--- src/hdl/tfmf_pkg.sv ---
// Shared types and codes of the timed flow mixing FIFO.
package tfmf_pkg;

  localparam int ValW   = 32;
  localparam int TickW  = 16;
  localparam int OutTW  = 20;
  localparam int DivNW  = 64;
  localparam int DivDW  = 33;
  localparam int DivCntW = $clog2(DivNW);

  typedef enum logic [1:0] {
    MODE_PUT   = 2'd0,
    MODE_TAKE  = 2'd1,
    MODE_CLEAR = 2'd2,
    MODE_NOP   = 2'd3
  } mode_t;

  typedef enum logic [1:0] {
    ST_OK    = 2'd0,
    ST_FULL  = 2'd1,
    ST_SHORT = 2'd2,
    ST_ZERO  = 2'd3
  } status_t;

  typedef enum logic [2:0] {
    S_IDLE,
    S_RD,
    S_MUL,
    S_SGO,
    S_SDIV,
    S_MIX,
    S_MIXW,
    S_NEXT
  } state_t;

  typedef struct packed {
    logic [1:0]      mode;
    logic [TickW-1:0] duration;
    logic [ValW-1:0] quantity;
    logic [ValW-1:0] conc_a;
    logic [ValW-1:0] conc_b;
    logic [ValW-1:0] conc_c;
    logic [ValW-1:0] conc_d;
  } in_beat_t;

  typedef struct packed {
    logic [ValW-1:0]  taken_quantity;
    logic [ValW-1:0]  mix_a;
    logic [ValW-1:0]  mix_b;
    logic [ValW-1:0]  mix_c;
    logic [ValW-1:0]  mix_d;
    logic [OutTW-1:0] stored_time;
    logic [1:0]       status;
  } out_beat_t;

endpackage

--- src/hdl/tfmf_div.sv ---
// Restoring divider, one quotient bit per cycle.
module tfmf_div (
  input  logic                        clk,
  input  logic                        rst_n,
  input  logic                        start,
  input  logic [tfmf_pkg::DivNW-1:0]  dividend,
  input  logic [tfmf_pkg::DivDW-1:0]  divisor,
  output logic                        done,
  output logic [tfmf_pkg::ValW-1:0]   quot
);
  import tfmf_pkg::*;

  logic                run_r;
  logic                done_r;
  logic [DivCntW-1:0]  cnt_r;
  logic [DivDW:0]      rem_r;
  logic [DivNW-1:0]    quo_r;
  logic [DivDW-1:0]    dvs_r;
  logic [DivDW:0]      rem_sh;
  logic                qbit;
  logic [DivDW:0]      rem_nxt;

  always_comb begin
    rem_sh  = {rem_r[DivDW-1:0], quo_r[DivNW-1]};
    qbit    = (rem_sh >= {1'b0, dvs_r});
    rem_nxt = qbit ? (rem_sh - {1'b0, dvs_r}) : rem_sh;
  end

  always_ff @(posedge clk) begin
    if (!rst_n) begin
      run_r  <= 1'b0;
      done_r <= 1'b0;
      cnt_r  <= '0;
    end else begin
      done_r <= 1'b0;
      if (start) begin
        run_r <= 1'b1;
        cnt_r <= '0;
      end else if (run_r) begin
        cnt_r <= cnt_r + 1'b1;
        if (cnt_r == DivCntW'(DivNW - 1)) begin
          run_r  <= 1'b0;
          done_r <= 1'b1;
        end
      end
    end
  end

  always_ff @(posedge clk) begin
    if (start) begin
      rem_r <= '0;
      quo_r <= dividend;
      dvs_r <= divisor;
    end else if (run_r) begin
      rem_r <= rem_nxt;
      quo_r <= {quo_r[DivNW-2:0], qbit};
    end
  end

  assign done = done_r;
  assign quot = quo_r[ValW-1:0];

endmodule

--- src/hdl/tfmf_lane.sv ---
// One concentration lane: weighted mix step through multiply and divide.
module tfmf_lane (
  input  logic                       clk,
  input  logic                       rst_n,
  input  logic                       start,
  input  logic [tfmf_pkg::ValW-1:0]  mix_in,
  input  logic [tfmf_pkg::ValW-1:0]  conc,
  input  logic [tfmf_pkg::ValW-1:0]  prev_qty,
  input  logic [tfmf_pkg::ValW-1:0]  share,
  output logic                       done,
  output logic [tfmf_pkg::ValW-1:0]  mix_out
);
  import tfmf_pkg::*;

  logic                st1_r;
  logic                st2_r;
  logic                up_r;
  logic [ValW-1:0]     m_r;
  logic [ValW-1:0]     diff_r;
  logic [ValW-1:0]     w_r;
  logic [DivDW-1:0]    d_r;
  logic [DivNW-1:0]    prod_r;
  logic [DivNW-1:0]    mul_w;
  logic [DivNW-1:0]    dividend;
  logic [ValW-1:0]     q;

  assign mul_w = diff_r * w_r;

  always_ff @(posedge clk) begin
    if (!rst_n) begin
      st1_r <= 1'b0;
      st2_r <= 1'b0;
    end else begin
      st1_r <= start;
      st2_r <= st1_r;
    end
  end

  always_ff @(posedge clk) begin
    if (start) begin
      m_r    <= mix_in;
      up_r   <= (conc >= mix_in);
      diff_r <= (conc >= mix_in) ? (conc - mix_in) : (mix_in - conc);
      w_r    <= share;
      d_r    <= {1'b0, prev_qty} + {1'b0, share};
    end
    if (st1_r) prod_r <= mul_w;
  end

  // rounding toward the lower value when the mix falls
  assign dividend = up_r ? prod_r
                         : (prod_r + {{(DivNW-DivDW){1'b0}}, d_r} - DivNW'(1));

  tfmf_div u_div (
    .clk      (clk),
    .rst_n    (rst_n),
    .start    (st2_r),
    .dividend (dividend),
    .divisor  (d_r),
    .done     (done),
    .quot     (q)
  );

  assign mix_out = up_r ? (m_r + q) : (m_r - q);

endmodule

--- config.mk ---
export PLATFORM = sky130hd
export DESIGN_NAME = tfmf_lane
export DESIGN_NICKNAME = d
export VERILOG_FILES = /design/src/hdl/tfmf_pkg.sv /design/src/hdl/tfmf_div.sv /design/src/hdl/tfmf_lane.sv
export SDC_FILE = /design/constraint.sdc
export NUM_CORES = 2
export LEC_CHECK = 0
export CAP_MARGIN = 20
export CORE_MARGIN = 10
export CORE_UTILIZATION = 50
export CTS_CLUSTER_SIZE = 16
export DETAILED_ROUTE_END_ITERATION = 10
export DONT_BUFFER_PORTS = 1
export PLACE_DENSITY = 0.71
export SKIP_LAST_GASP = 1
export SYNTH_ARGS = -nofsm -noshare
export SYNTH_HDL_FRONTEND = slang
export SYNTH_HIERARCHICAL = 1
export SYNTH_SLANG_ARGS = --single-unit
--- constraint.sdc ---
create_clock -name clk -period 12.2 [get_ports clk]
set_input_delay 0.61 -clock clk [delete_from_list [all_inputs] [get_ports clk]]
set_output_delay 0.61 -clock clk [all_outputs]
set_load 0.01 [all_outputs]
; ---- Word level (Yosys, flattened, before mapping)
; Index checks and enable logic that the tools add are counted.
[classes]
add_sub_neg = 9
mul = 1
n_lt_le_gt_ge = 2
n_eq_ne = 1
mux = 10
bitwise_logic = 2
reduce_logical = 3
[op_table]
columns = cell, n
row1 = $mux 64, 3
row2 = $sub 32x32->32, 3
row3 = $add 64x33->64, 1
row4 = $mul 32x32->64, 1
row5 = $mux 32, 2
row6 = $sub 64x1->64 const B, 1
row7 = $ge 34x33->1, 1
row8 = $add 32x32->33, 1
row9 = $mux 33, 1
row10 = $sub 33x33->33, 1
row11 = $add 32x32->32, 1
row12 = $ge 32x32->1, 1
row13 = $add 6x1->6 const B, 1
row14 = $eq 6x6->1 const B, 1
row15 = $mux 1, 4
row16 = $reduce_or 3->1, 1
row17 = $not 1->1, 2
row18 = $reduce_bool 2->1, 1
row19 = $reduce_or 2->1, 1
[totals]
regBits = 334
input_bits = 131
elab_cells = 42

; ---- Longest topological paths before layout
[logic_depth]
word_depth = 4
ltp_mapped = 30
ltp_nobuf = 28

; ---- Hierarchy
; The synthesis kept the hierarchy.
[modules_own_cells]
columns = module, n_inst, cells_per_inst, area_each_um2, seq_area_each_um2
row1 = tfmf_lane, 1, 5830, 51827.2, 5865.6
row2 = tfmf_div, 1, 725, 7770.0, 3733.6

; ---- Least setup slack after synthesis
; No wires, ideal clock.
[synth_timing]
path_type = reg2reg
from = register w_r[5]
to = register prod_r[61] (data pin)
setup_time_ns = 0.262
arrival_time_ns = 7.217
required_time_ns = 11.938
setup_slack_ns = 4.721
path_stages_with_launch = 27
n_path_buf = 1
period_less_slack_ns = 7.479
path_cell_list = edfxtp_1 -> clkbuf_1 -> and2_1 -> fa_1 -> fa_1 -> fa_1 -> inv_1 -> fa_1 -> inv_1 -> fa_1 -> inv_1 -> fa_1 -> inv_1 -> fa_1 -> fa_1 -> ha_1 -> a21oi_1 -> o21ai_1 -> o21ai_0 -> a21oi_1 -> o21a_1 -> o31ai_2 -> o21ai_2 -> a221o_2 -> a21bo_4 -> a2111oi_4 -> xnor2_1
[synth_between]
elab_chain_cells = 1
[synth_rtl]
columns = item, line_no
row1 = "start, declared", tfmf_lane.sv:20  ; logic [ValW-1:0] w_r;
row2 = "start signal, assigned", tfmf_lane.sv:44  ; w_r <= share;
row3 = $mul 32x32->64, tfmf_lane.sv:27  ; assign mul_w = diff_r * w_r;
row4 = named net mul_w[61], tfmf_lane.sv:23  ; logic [DivNW-1:0] mul_w;
row5 = "end signal, assigned", tfmf_lane.sv:47  ; if (st1_r) prod_r <= mul_w;
row6 = "end, declared", tfmf_lane.sv:22  ; logic [DivNW-1:0] prod_r;
; The timed path passes the listed nets, and every way through them passes these cells.
; A chain may end at the register's enable or synchronous reset.

; ---- Worst setup path in the final report
[layout_timing]
from = register diff_r[21]
to = register prod_r[63] (data pin)
[layout_between]
elab_chain_cells = 1
[layout_rtl]
columns = item, line_no
row1 = "start, declared", tfmf_lane.sv:19  ; logic [ValW-1:0] diff_r;
row2 = "start signal, assigned", tfmf_lane.sv:43  ; diff_r <= (conc >= mix_in) ? (conc - mix_in) : (mix_in - conc);
row3 = $mul 32x32->64, tfmf_lane.sv:27
row4 = named net mul_w[63], tfmf_lane.sv:23
; The timed path passes the listed nets, and every way through them passes these cells.

==> flow_metrics.env <==
export IMPL_nNetsFinal=7869
export IMPL_crit_path_max_fanout=18
export IMPL_yosysWarnings=6
export IMPL_drc_errors=0
export IMPL_rsz0062_at_grt="false"
export IMPL_cts_buffer_depth=3
export IMPL_htreeDepth=2
export IMPL_worstSetupPathType="reg2reg"
export IMPL_holdCritStartpoint="mix_in[13]"
export IMPL_startpoint="diff_r[21]$_DFFE_PP_"
export IMPL_synth_cell_types=108
export IMPL_setup_viol_count_final=0
export IMPL_required_ps=12570
export IMPL_core_sq_um=118200
export IMPL_insertion_delay_ps=630
export IMPL_synth_enable_flop_cells=291
export IMPL_grt_ovfl_total=0
export IMPL_io_buffer_count=0
export IMPL_vias=44964
export IMPL_r2r_start="diff_r[21]$_DFFE_PP_"
export IMPL_dieHeight_um=365.2
export IMPL_period_minus_slack_ps=8814
export IMPL_final_common_cell="inv_1"
export IMPL_cp_end_kind="register"
export IMPL_ys_ff_latch=334
export IMPL_ios=164
export IMPL_syn_nets=8107
export IMPL_worstPathCellList="buf_4 > nand2_1 > fa_1 > fa_1 > fa_1 > fa_1 > inv_1 > fa_1 > fa_1 > fa_1 > fa_1 > ha_1 > a21oi_1 > o311ai_1 > o2111ai_1 > nand3_1 > a41oi_1 > a31oi_1 > a221o_1 > a21oi_1 > xnor2_1"
export IMPL_cts_tree="yes"
export IMPL_drt_iter0_drc=3191
export IMPL_crit_arrival_ps=9180
export IMPL_synth_seq_area_share_pct=16.11
export IMPL_wirelength_um=166700
export IMPL_wl_per_cell_um=21.12
export IMPL_grt_max_degree=132
export IMPL_start_kind="register"
export IMPL_hold_viol_final=0
export IMPL_cts_inserted_buffers=44
export IMPL_tns_ps=0
export IMPL_cts_setup_buffers=0
export IMPL_place_congestion=0.9557
export IMPL_synth_area_sq_um=59600
export IMPL_cp_slowest_cell="edfxtp_1"
export IMPL_reg2regPathDepth=21
export IMPL_tightest_slew_ps=1028
export IMPL_rows=126
export IMPL_cts_root_buffer="clkbuf_16"
export IMPL_dieArea_sq_um=133400
export IMPL_vias_per_cell=5.697
export IMPL_drv_slew=0
export IMPL_dpl_hpwl_um=132000
export IMPL_fmax_ghz=0.1135
export IMPL_r2r_end="prod_r[63]$_DFFE_PP_"
export IMPL_clock_skew_ps=44.97
export IMPL_grtUsageTotal_pct=25.09
export IMPL_antenna_found_initial=4
export IMPL_syn_to_final_growth_pct=4.209
export IMPL_ant_nets=0
export IMPL_cp_common_cell="fa_1"
export IMPL_grt_first_pass_wirelength_um=263700
export IMPL_cap_violations=0
export IMPL_cts_clk_slew_worst_paths_ps=70
export IMPL_holdPathStages=0
export IMPL_clock_sinks=334
export IMPL_grt_pass1_vias=46852
export IMPL_status="complete, no violations"
export IMPL_synth_cells=6555
export IMPL_layout_drive_gt1_share_pct=4.769
export IMPL_most_common_layout_cells="inv_1 (1218), fa_1 (902), nand2_1 (698)"
export IMPL_dr_pass1_iters=5
export IMPL_slowest_delay_ps=1010
export IMPL_synthArstFlopShare_pct=0
export IMPL_num_fill_cells=10715
export IMPL_postCtsHoldBufs=0
export IMPL_hp_class="in2reg"
export IMPL_ctsResizeCount=0
export IMPL_start_util_pct=50.40
export IMPL_slew_headroom_pct=31.45
export IMPL_period_share_pct=72.25
export IMPL_fp_dieW_um=365.2
export IMPL_synthFlopType="edfxtp_1"
export IMPL_endpoint="prod_r[63]$_DFFE_PP_"
export IMPL_syn_avg_cell_area_sq_um=9.092
export IMPL_rrSetupSlack_ps=3390
==> layer usage <==
metal / vias up / GRT usage, % / wire [um]
met1: 22629 / 30.41 / 65250
met2: 1537 / 43.30 / 81720
met3: 392 / 3.720 / 9992
met5: - / 0 / 13
li1: 20404 / - / -
met4: 2 / 12.65 / 9699
==> cell usage after synthesis, drive strengths merged, types with 10 or more instances <==
library cell / number / area share [%]
a2111oi: 11 / 0.24
buf: 62 / 0.73
clkbuf: 298 / 1.9
nor2: 192 / 1.2
o31ai: 22 / 0.31
fa: 902 / 30
mux2: 69 / 1.3
o21ai: 209 / 1.8
a31oi: 29 / 0.31
and2: 606 / 6.4
a21boi: 10 / 0.13
nor3: 50 / 0.43
nor4: 17 / 0.18
and3: 33 / 0.35
o21bai: 63 / 0.79
mux2i: 31 / 0.52
nor2b: 24 / 0.25
o21a: 38 / 0.48
xnor2: 147 / 2.2
inv: 1219 / 7.7
ha: 519 / 11
or2: 13 / 0.14
a21o: 153 / 1.9
edfxtp: 291 / 15
a221oi: 11 / 0.17
nand2: 700 / 4.4
a211oi: 30 / 0.40
nand2b: 21 / 0.22
a211o: 10 / 0.15
a311oi: 22 / 0.46
dfxtp: 43 / 1.4
nand3: 59 / 0.50
nand4: 60 / 0.63
o211ai: 19 / 0.24
a21oi: 336 / 2.8
xor2: 103 / 1.5
or3: 15 / 0.16
==> sequential cells by signal, indices dropped and copies added, names as in the netlist, 6 cells and up <==
register,flops
prod_r,64
u_div/quo_r,64
d_r,33
u_div/dvs_r,33
u_div/rem_r,33
diff_r,32
m_r,32
w_r,32
u_div/cnt_r,6
==> worst max-delay path: cells and delay by family (launching register included) <==
family	cells	cell delay, ps
AND/OR/NAND/NOR	2	340
adder cells (fa/ha/maj)	9	4580
AO/OA/AOI/OAI	7	2120
flip-flops	1	1010
buffers and inverters	2	450
XOR/XNOR	1	80
==> final cells by class <==
cell class | instances | area [sq um] | area share [%]
diodes | 4 | 10.01 | 0.01612
clock buffers | 50 | 1134 | 1.825
clock inverters | 32 | 285.3 | 0.4593
inverters | 1222 | 4587 | 7.386
multi-input cells | 4637 | 43840 | 70.58
flip-flops and latches | 334 | 9605 | 15.47
well taps | 1536 | 1922 | 3.094
repair buffers | 78 | 725.7 | 1.168
==> how the worst min path moves through the flow <==
stage | to | slack (ps)
after global placement | u_div/dvs_r[3]$_DFFE_PP_ | 440
after CTS | m_r[13]$_DFFE_PP_ | 20
after global routing | m_r[13]$_DFFE_PP_ | 40
final | m_r[13]$_DFFE_PP_ | 60
after floorplan | u_div/dvs_r[0]$_DFFE_PP_ | 430
after detailed placement | u_div/dvs_r[11]$_DFFE_PP_ | 430
==> stage by stage <==
stage                     setup slack (ps)  cells  utilization [%]  cell area, sq um  hold WS [ps]
after floorplan                       4721   6555                -             59600         426.4
after global placement                3478   7800            51.15             60480         436.1
after detailed placement              3371   7801            51.18             60510         434.8
after CTS                             3346   7883            52.38             61930         19.48
after global routing                  3101   7892            52.52             62100         35.94
final                                 3386   7893            52.53             62110         61.84
==> cells by family after synthesis <==
logic type	Yosys count	synth area share, %
xor+xnor	250	3.687
fa+ha+maj	1421	41.20
buf+inv	1584	10.34
simple gates	1824	15.36
mux	100	1.824
flops	334	16.11
compound gates	1042	11.49
Power is not shown: default switching activity piles up to over one toggle a cycle in this logic, so the estimate is an artifact.
