File: src/hdl/tfmf_pkg.sv
// Shared types and codes of the timed flow mixing FIFO.
package tfmf_pkg;

  localparam int ValW   = 32;
  localparam int TickW  = 16;
  localparam int OutTW  = 20;
  localparam int DivNW  = 64;
  localparam int DivDW  = 33;
  localparam int DivCntW = $clog2(DivNW);

  typedef enum logic [1:0] {
    MODE_PUT   = 2'd0,
    MODE_TAKE  = 2'd1,
    MODE_CLEAR = 2'd2,
    MODE_NOP   = 2'd3
  } mode_t;

  typedef enum logic [1:0] {
    ST_OK    = 2'd0,
    ST_FULL  = 2'd1,
    ST_SHORT = 2'd2,
    ST_ZERO  = 2'd3
  } status_t;

  typedef enum logic [2:0] {
    S_IDLE,
    S_RD,
    S_MUL,
    S_SGO,
    S_SDIV,
    S_MIX,
    S_MIXW,
    S_NEXT
  } state_t;

  typedef struct packed {
    logic [1:0]      mode;
    logic [TickW-1:0] duration;
    logic [ValW-1:0] quantity;
    logic [ValW-1:0] conc_a;
    logic [ValW-1:0] conc_b;
    logic [ValW-1:0] conc_c;
    logic [ValW-1:0] conc_d;
  } in_beat_t;

  typedef struct packed {
    logic [ValW-1:0]  taken_quantity;
    logic [ValW-1:0]  mix_a;
    logic [ValW-1:0]  mix_b;
    logic [ValW-1:0]  mix_c;
    logic [ValW-1:0]  mix_d;
    logic [OutTW-1:0] stored_time;
    logic [1:0]       status;
  } out_beat_t;

endpackage

File: src/hdl/tfmf_div.sv
// Restoring divider, one quotient bit per cycle.
module tfmf_div (
  input  logic                        clk,
  input  logic                        rst_n,
  input  logic                        start,
  input  logic [tfmf_pkg::DivNW-1:0]  dividend,
  input  logic [tfmf_pkg::DivDW-1:0]  divisor,
  output logic                        done,
  output logic [tfmf_pkg::ValW-1:0]   quot
);
  import tfmf_pkg::*;

  logic                run_r;
  logic                done_r;
  logic [DivCntW-1:0]  cnt_r;
  logic [DivDW:0]      rem_r;
  logic [DivNW-1:0]    quo_r;
  logic [DivDW-1:0]    dvs_r;
  logic [DivDW:0]      rem_sh;
  logic                qbit;
  logic [DivDW:0]      rem_nxt;

  always_comb begin
    rem_sh  = {rem_r[DivDW-1:0], quo_r[DivNW-1]};
    qbit    = (rem_sh >= {1'b0, dvs_r});
    rem_nxt = qbit ? (rem_sh - {1'b0, dvs_r}) : rem_sh;
  end

  always_ff @(posedge clk) begin
    if (!rst_n) begin
      run_r  <= 1'b0;
      done_r <= 1'b0;
      cnt_r  <= '0;
    end else begin
      done_r <= 1'b0;
      if (start) begin
        run_r <= 1'b1;
        cnt_r <= '0;
      end else if (run_r) begin
        cnt_r <= cnt_r + 1'b1;
        if (cnt_r == DivCntW'(DivNW - 1)) begin
          run_r  <= 1'b0;
          done_r <= 1'b1;
        end
      end
    end
  end

  always_ff @(posedge clk) begin
    if (start) begin
      rem_r <= '0;
      quo_r <= dividend;
      dvs_r <= divisor;
    end else if (run_r) begin
      rem_r <= rem_nxt;
      quo_r <= {quo_r[DivNW-2:0], qbit};
    end
  end

  assign done = done_r;
  assign quot = quo_r[ValW-1:0];

endmodule

File: config.mk
export PLATFORM = sky130hd
export DESIGN_NAME = tfmf_div
export DESIGN_NICKNAME = d
export VERILOG_FILES = /design/src/hdl/tfmf_pkg.sv /design/src/hdl/tfmf_div.sv
export SDC_FILE = /design/constraint.sdc
export NUM_CORES = 1
export LEC_CHECK = 0
export ABC_AREA = 1
export BUFFER_PORTS_ARGS = -buffer_cell sky130_fd_sc_hd__clkbuf_2
export CAP_MARGIN = 20
export CORE_MARGIN = 3
export CORE_UTILIZATION = 52
export CTS_CLUSTER_DIAMETER = 80
export DETAILED_ROUTE_END_ITERATION = 10
export MAX_ROUTING_LAYER = met4
export PLACE_DENSITY = 0.82
export SYNTH_ARGS = -nofsm -noshare
export SYNTH_HDL_FRONTEND = slang
export SYNTH_SLANG_ARGS = --single-unit
File: constraint.sdc
create_clock -name clk -period 3.4 [get_ports clk]
set_input_delay 0.68 -clock clk [delete_from_list [all_inputs] [get_ports clk]]
set_output_delay 0.68 -clock clk [all_outputs]
set_load 0.005 [all_outputs]
* Word level (Yosys, flattened, before mapping)
Cells that the tools add are included.
** Word-level totals
- Register bits :: 138
- Latch bits :: 0
- Bits in writable memories :: 0
- Bits in read-only memories :: 0
- Bits of input ports :: 100
- Word-level logic and storage cells :: 22
- Memories kept :: 0
** Operators by class
- Add/subtract/negate cells :: 2
- Multiply operators :: 0
- Div/mod/pow operators :: 0
- Order comparisons :: 1
- Eq/ne operators :: 1
- Shift operators :: 0
- Muxes and demuxes :: 7
- Bitwise operators :: 2
- Reduce and logical (&&, ||, !) cells :: 3
** Operators with widths (count)
- $mux W64 :: 2
- $ge A34 B33 Y1 :: 1
- $mux W33 :: 1
- $sub A33 B33 Y33 :: 1
- $add A6 B1 Y6 const B :: 1
- $eq A6 B6 Y1 const B :: 1
- $mux W1 :: 4
- $reduce_or A3 Y1 :: 1
- $not A1 Y1 :: 2
- $reduce_bool A2 Y1 :: 1
- $reduce_or A2 Y1 :: 1

* Longest topological paths before layout
Gate-level depths: netlist of the first run.
- Word-level depth :: 4
- Gate-level depth with buffers :: 17
- Mapped depth without buffers :: 16

* Worst setup path before layout of the first run
OpenSTA, ideal clock, no wires.
- Path kind :: input -> register
- Start point :: input port start
- End point :: register quo_r[0] (enable)
- Library setup time :: 454 ps
- Arrival :: 2795 ps
- Path slack :: 151 ps
- Stages :: 3
- Cell sequence :: nor2_1 inv_1 clkbuf_1
** On the way
- Word-level cells in the longest chain between the ends :: 1
** RTL lines
- start, declared :: RTL line tfmf_div.sv:5 : input logic start,
- $reduce_bool A2 Y1 (no source line)
- end signal, assigned :: RTL line tfmf_div.sv:52 : quo_r <= dividend;
- end signal, assigned :: RTL line tfmf_div.sv:56 : quo_r <= {quo_r[DivNW-2:0], qbit};
- end, declared :: RTL line tfmf_div.sv:17 : logic [DivNW-1:0] quo_r;
Every way passes these cells.
A chain may end at the register's enable or synchronous reset.

* Final worst setup path of the first run
- Start point :: register quo_r[63]
- End point :: register rem_r[19]
** On the way
- Word-level cells in the longest chain between the ends :: 2
- Elaborated cells on any way between the ends :: 3
** RTL lines
- $sub A33 B33 Y33 or $ge A34 B33 Y1 (tied branches) :: RTL line tfmf_div.sv:26, tfmf_div.sv:25
- $mux W33 (*) :: RTL line tfmf_div.sv:26 : rem_nxt = qbit ? (rem_sh - {1'b0, dvs_r}) : rem_sh;
- end signal, assigned :: RTL line tfmf_div.sv:55 : rem_r <= rem_nxt;
- end, declared :: RTL line tfmf_div.sv:16 : logic [DivDW:0] rem_r;
Mark *: on every way between the ends. The rest lies on a longest branch, timed or not.

==> flow_metrics.env, run 1 <==
export IMPL_yosysWarnings=0
export IMPL_yosys_area_top_type="edfxtp_1"
export IMPL_combPwrFrac=0.110
export IMPL_cp_start_kind="register"
export IMPL_rsz0062_at_grt="false"
export IMPL_route_detailed_drc=0
export IMPL_clk_path_buf_depth=2
export IMPL_first_iter_violations=532
export IMPL_use_met1=0.311
export IMPL_ys_async_sr_fraction=0
export IMPL_dp_hpwl_mm=15.3
export IMPL_syn_nets=1334
export IMPL_crit_fanout=36
export IMPL_initial_core_util=0.541
export IMPL_grtUsageMet2=0.389
export IMPL_p_sw_frac=0.252
export IMPL_p_switching_uw=1080
export IMPL_syn_mean_instance_area_um2=7.29
export IMPL_use_met3=0.0498
export IMPL_p_clk_frac=0.426
export IMPL_die_h_um=136
export IMPL_max_cap_violations=0
export IMPL_ys_seq_area_frac=0.427
export IMPL_yosysTopAreaCellShare=0.333
export IMPL_setup_ws_ps=807
export IMPL_core_area_mm2=0.0162
export IMPL_sequentialPowerShare=0.464
export IMPL_busiest_layer="met2"
export IMPL_syn_inst=1199
export IMPL_cts_resized_gates=0
export IMPL_fmax_mhz=386
export IMPL_cts_root_buffer="clkbuf_16"
export IMPL_grt_max_degree=77
export IMPL_clk_latency_ps=430
export IMPL_antenna_found_initial=0
export IMPL_finalCriticalPeriod_ps=2590
export IMPL_gr_total_overflow=0
export IMPL_clk_pin_slew_worst_paths_ps=60
export IMPL_max_vdd_ir_drop_mv=0.387
export IMPL_die_area_mm2=0.0184
export IMPL_drive_gt1_frac=0.160
export IMPL_finalSetupViolCount=0
export IMPL_post_drt_wl_per_cell_um=13.7
export IMPL_cp_end_kind="register"
export IMPL_grt_pass1_vias=7389
export IMPL_min_path_type="input pin to register"
export IMPL_grt_usage=0.244
export IMPL_die_w_um=136
export IMPL_p_leak_uw=0.00533
export IMPL_diodes=0
export IMPL_antenna_left=0
export IMPL_nNetsFinal=1430
export IMPL_cts_made_buffers=17
export IMPL_worst_slew_pin_slew_ps=693
export IMPL_vias=7648
export IMPL_synth_edf_count=97
export IMPL_gp_congestion=0.996
export IMPL_maxSlewHeadroom=0.538
export IMPL_cts_htree_levels=4
export IMPL_outcome="finished, final reports clean"
export IMPL_fin_skew_ps=12.1
export IMPL_firstDrtPassIters=6
export IMPL_internal_power_uw=3200
export IMPL_numPortBuffers=132
export IMPL_pre_cts_slack_ps=848
export IMPL_hold_buffers=0
export IMPL_vias_per_cell=5.02
export IMPL_ys_flop_type="edfxtp_1"
export IMPL_fin_crit_sh=0.763
export IMPL_tritoncts="built"
export IMPL_synth_distinct_cells=38
export IMPL_grt_pass1_wl_mm=34.8
export IMPL_finalMaxSlewViolations=0
export IMPL_ios=133
export IMPL_numClockSinks=138
export IMPL_p_per_area_mw_per_mm2=432
export IMPL_netlist_area_mm2=0.00874
export IMPL_synthTopCellsByArea="edfxtp_1 33%, nand2_1 22%, dfxtp_1 9.4%"
export IMPL_hold_viol_final=0
export IMPL_ys_seq_elements=138
export IMPL_num_rows=46
export IMPL_critical_path_required_ps=3760
export IMPL_crit_type="register to register"
export IMPL_syn_to_final_growth_pct=13.3
export IMPL_finalWirelength_mm=20.9
export IMPL_arrival_ps=2950
export IMPL_setup_tns_ps=0
export IMPL_cts_setup_buffers=0
==> power by group through the flow <==
stage               combinational, uW  clock (uW)  sequential [uW]
finish                            472        1820             1990
global route                      532        1920             2000
CTS                               473        1850             1990
detailed placement                469           0             2020
global placement                  459           0             2020
floorplan                         335           0             2010
==> layer usage <==
metal,vias to the layer above,part of all wire
met4,0,0.023
met5,-,0
li1,3888,-
met2,277,0.47
met1,3441,0.45
met3,42,0.060
==> Yosys cell counts (all sizes together) (13+ instances only) <==
cell type	n
nand2	528
inv	191
edfxtp	97
nand3	90
nor2	50
buf	46
dfxtp	41
ha	34
a21oi	25
o21ai	16
clkbuf	15
xnor2	14
nand3b	13
==> cells by family after synthesis <==
logic type | share of synthesized area
AND/OR/NAND/NOR | 0.348
adder cells (fa/ha/maj) | 0.0509
buffers and inverters | 0.129
AO/OA/AOI/OAI | 0.0305
XOR/XNOR | 0.0150
flip-flops | 0.427
==> layout by cell type, fill, tap and decap left out, drive strengths merged, types with 16 or more instances in the layout <==
cell type  instances
inv              195
nor2              50
a21oi             25
edfxtp            97
nand3             90
nand2            528
dfxtp             41
ha                34
clkbuf           150
o21ai             16
==> worst max-delay path: stages (launching register included) <==
cell	delay, ps
edfxtp_1	360
inv_1	80
ha_1	140
inv_1	80
fa_1	450
nand3_1	130
nand3_2	130
nand2_2	100
nand2_2	70
nand2_4	390
nand2_8	260
nand2_1	160
nand3_1	90
nand2_1	70
==> sequential cells by signal (all words and copies together) (netlist names) <==
signal and flops:
rem_r 33, dvs_r 33, quo_r 64, run_r 1
done 1, cnt_r 6
==> metrics by stage <==
stage | cell area [um^2] | hold slack, ps | utilization | cells | total power, uW
global placement | 9330 | 458 | 0.577 | 1492 | 2480
global route | 9900 | 413 | 0.612 | 1524 | 4450
finish | 9900 | 429 | 0.612 | 1524 | 4280
CTS | 9900 | 415 | 0.612 | 1524 | 4310
detailed placement | 9330 | 464 | 0.577 | 1492 | 2490
floorplan | 8740 | 443 | - | 1199 | 2340
==> path summary, 6_finish.rpt <==
check	startpoint	slack [ps]	cells past startpoint	endpoint
hold reg to reg	rem_r[16]	470	2	rem_r[16]
hold / removal	divisor[0]	430	1	dvs_r[0]
setup / recovery	quo_r[63]	810	13	rem_r[19]
setup reg to reg	quo_r[63]	810	13	rem_r[19]
==> cell type report <==
type                    count  area [um^2]
clock inverters            13          141
inverters                 192          721
clock buffers              19          433
multi-input cells         808         3880
well taps                 216          270
fillers                  1442         6270
repair buffers            138          721
flip-flops and latches    138         3730
Power figures use the tool's default switching activity.
==> run 2: changes to the inputs <==
CORE_UTILIZATION = 58   (was 52)
PLACE_DENSITY = 0.86   (was 0.82)
clock period = 2.7 ns   (was 3.4 ns; I/O delays follow)
==> flow_metrics.env, run 2 (same netlist as run 1, synthesis figures left out) <==
export IMPL_die_h_um=129
export IMPL_die_w_um=129
export IMPL_p_per_area_mw_per_mm2=554
export IMPL_regMostFlops="quo_r"
export IMPL_finalCriticalPeriod_ps=2360
export IMPL_grt_pass1_wl_mm=34.8
export IMPL_route_detailed_drc=0
export IMPL_gp_congestion=0.993
export IMPL_r2r_cells=13
export IMPL_min_path_type="input pin to register"
export IMPL_cts_setup_buffers=0
export IMPL_rsz0062_at_grt="false"
export IMPL_outcome="finished, final reports clean"
export IMPL_hold_viol_final=0
export IMPL_drive_gt1_frac=0.164
export IMPL_vias=7727
export IMPL_cts_htree_levels=4
export IMPL_numPortBuffers=132
export IMPL_critPathBufInv=2
export IMPL_clk_path_buf_depth=2
export IMPL_layout_commonest_cell="nand2_1"
export IMPL_cts_root_buffer="clkbuf_16"
export IMPL_critPathMaxStageDelay_ps=440
export IMPL_min_path_cells=1
export IMPL_vias_per_cell=5.17
export IMPL_n_fill_cell=1214
export IMPL_worst_path_stages=13
export IMPL_whs_ps=292
export IMPL_core_area_mm2=0.0146
export IMPL_holdCritStartpoint="divisor[12]"
export IMPL_dp_hpwl_mm=15.5
export IMPL_cp_end_kind="register"
export IMPL_fin_skew_ps=9.23
export IMPL_antenna_found_initial=0
export IMPL_largest_register_ffs=64
export IMPL_fin_crit_sh=0.874
export IMPL_cts_made_buffers=17
export IMPL_crit_family="simple AND/OR/NAND/NOR gates"
export IMPL_dp_cells=1464
export IMPL_fin_cells=1496
export IMPL_finalMaxSlewViolations=0
export IMPL_syn_to_final_growth_pct=13.9
export IMPL_crit_fanout=32
export IMPL_critPathLaunch="quo_r[63]"
export IMPL_gr_total_overflow=0
export IMPL_clk_latency_ps=420
export IMPL_cts_resized_gates=0
export IMPL_die_area_mm2=0.0166
export IMPL_tritoncts="built"
export IMPL_crit_type="register to register"
export IMPL_num_rows=44
export IMPL_cp_start_kind="register"
export IMPL_nNetsFinal=1434
export IMPL_maxSlewHeadroom=0.658
export IMPL_max_cap_violations=0
export IMPL_grt_pass1_vias=7522
export IMPL_post_drt_wl_per_cell_um=14.0
export IMPL_grt_usage=0.272
export IMPL_max_vdd_ir_drop_mv=0.527
export IMPL_finalWirelength_mm=21.0
export IMPL_critical_path_required_ps=3040
export IMPL_arrival_ps=2700
export IMPL_grt_max_degree=77
export IMPL_ios=133
export IMPL_largestRegisters="quo_r (64), dvs_r (33), rem_r (33)"
export IMPL_fmax_mhz=424
export IMPL_p_leak_uw=0.00538
export IMPL_firstDrtPassIters=5
export IMPL_antenna_left=0
export IMPL_setup_tns_ps=0
export IMPL_numClockSinks=138
export IMPL_finalSetupViolCount=0
export IMPL_r2r_start="quo_r[63]"
export IMPL_clk_pin_slew_worst_paths_ps=60
export IMPL_diodes=0
export IMPL_crit_chain="inv_1 -> ha_1 -> inv_1 -> fa_1 -> nand3_1 -> nand3_2 -> nand2_2 -> nand2_2 -> nand2_4 -> nand2_8 -> nand2_1 -> nand3_1 -> o21ai_0"
export IMPL_hold_buffers=0
export IMPL_first_iter_violations=511
export IMPL_layout_common_cells="514 x nand2_1, 181 x inv_1, 131 x clkbuf_2"
export IMPL_worst_slew_pin_slew_ps=513
export IMPL_cp_slowest_cell="fa_1"
export IMPL_initial_core_util=0.597
-- run 2: path summary, 6_finish.rpt --
check,to,slack [ps]
worst max-delay path,rem_r[0],340
worst min-delay path,dvs_r[12],290
worst max register to register,rem_r[0],340
worst min register to register,rem_r[11],470
-- run 2: cell type report --
cell class	instances	area, um^2	area share
clock buffers	17	425	0.0427
clock inverters	15	186	0.0187
inverters	192	721	0.0724
multi-input cells	808	3880	0.390
flip-flops and latches	138	3730	0.375
well taps	184	230	0.0231
repair buffers	142	776	0.0779
-- run 2: report_power, final --
| part | total (uW) | switching (uW) | internal (uW) |
|---|---|---|---|
| clock | 2420 | 950 | 1470 |
| sequential | 2500 | 60.7 | 2440 |
| combinational | 595 | 370 | 225 |
-- run 2: layer usage --
layer  wire length [um]  GRT usage  vias to the layer above
li1                   -          -                     3900
met1               8760      0.333                     3483
met2              10200      0.447                      297
met3               1500     0.0552                       47
met4                535      0.100                        0
met5                  0          -                        -
-- run 2: through the flow --
step | setup WS (ps) | power, uW | util | cell area [um^2]
after floorplan | 650 | 2950 | - | 8740
after global placement | 423 | 3120 | 0.638 | 9350
after detailed placement | 347 | 3130 | 0.638 | 9350
after CTS | 342 | 5550 | 0.680 | 9960
after global routing | 122 | 5730 | 0.680 | 9960
final | 339 | 5520 | 0.680 | 9960
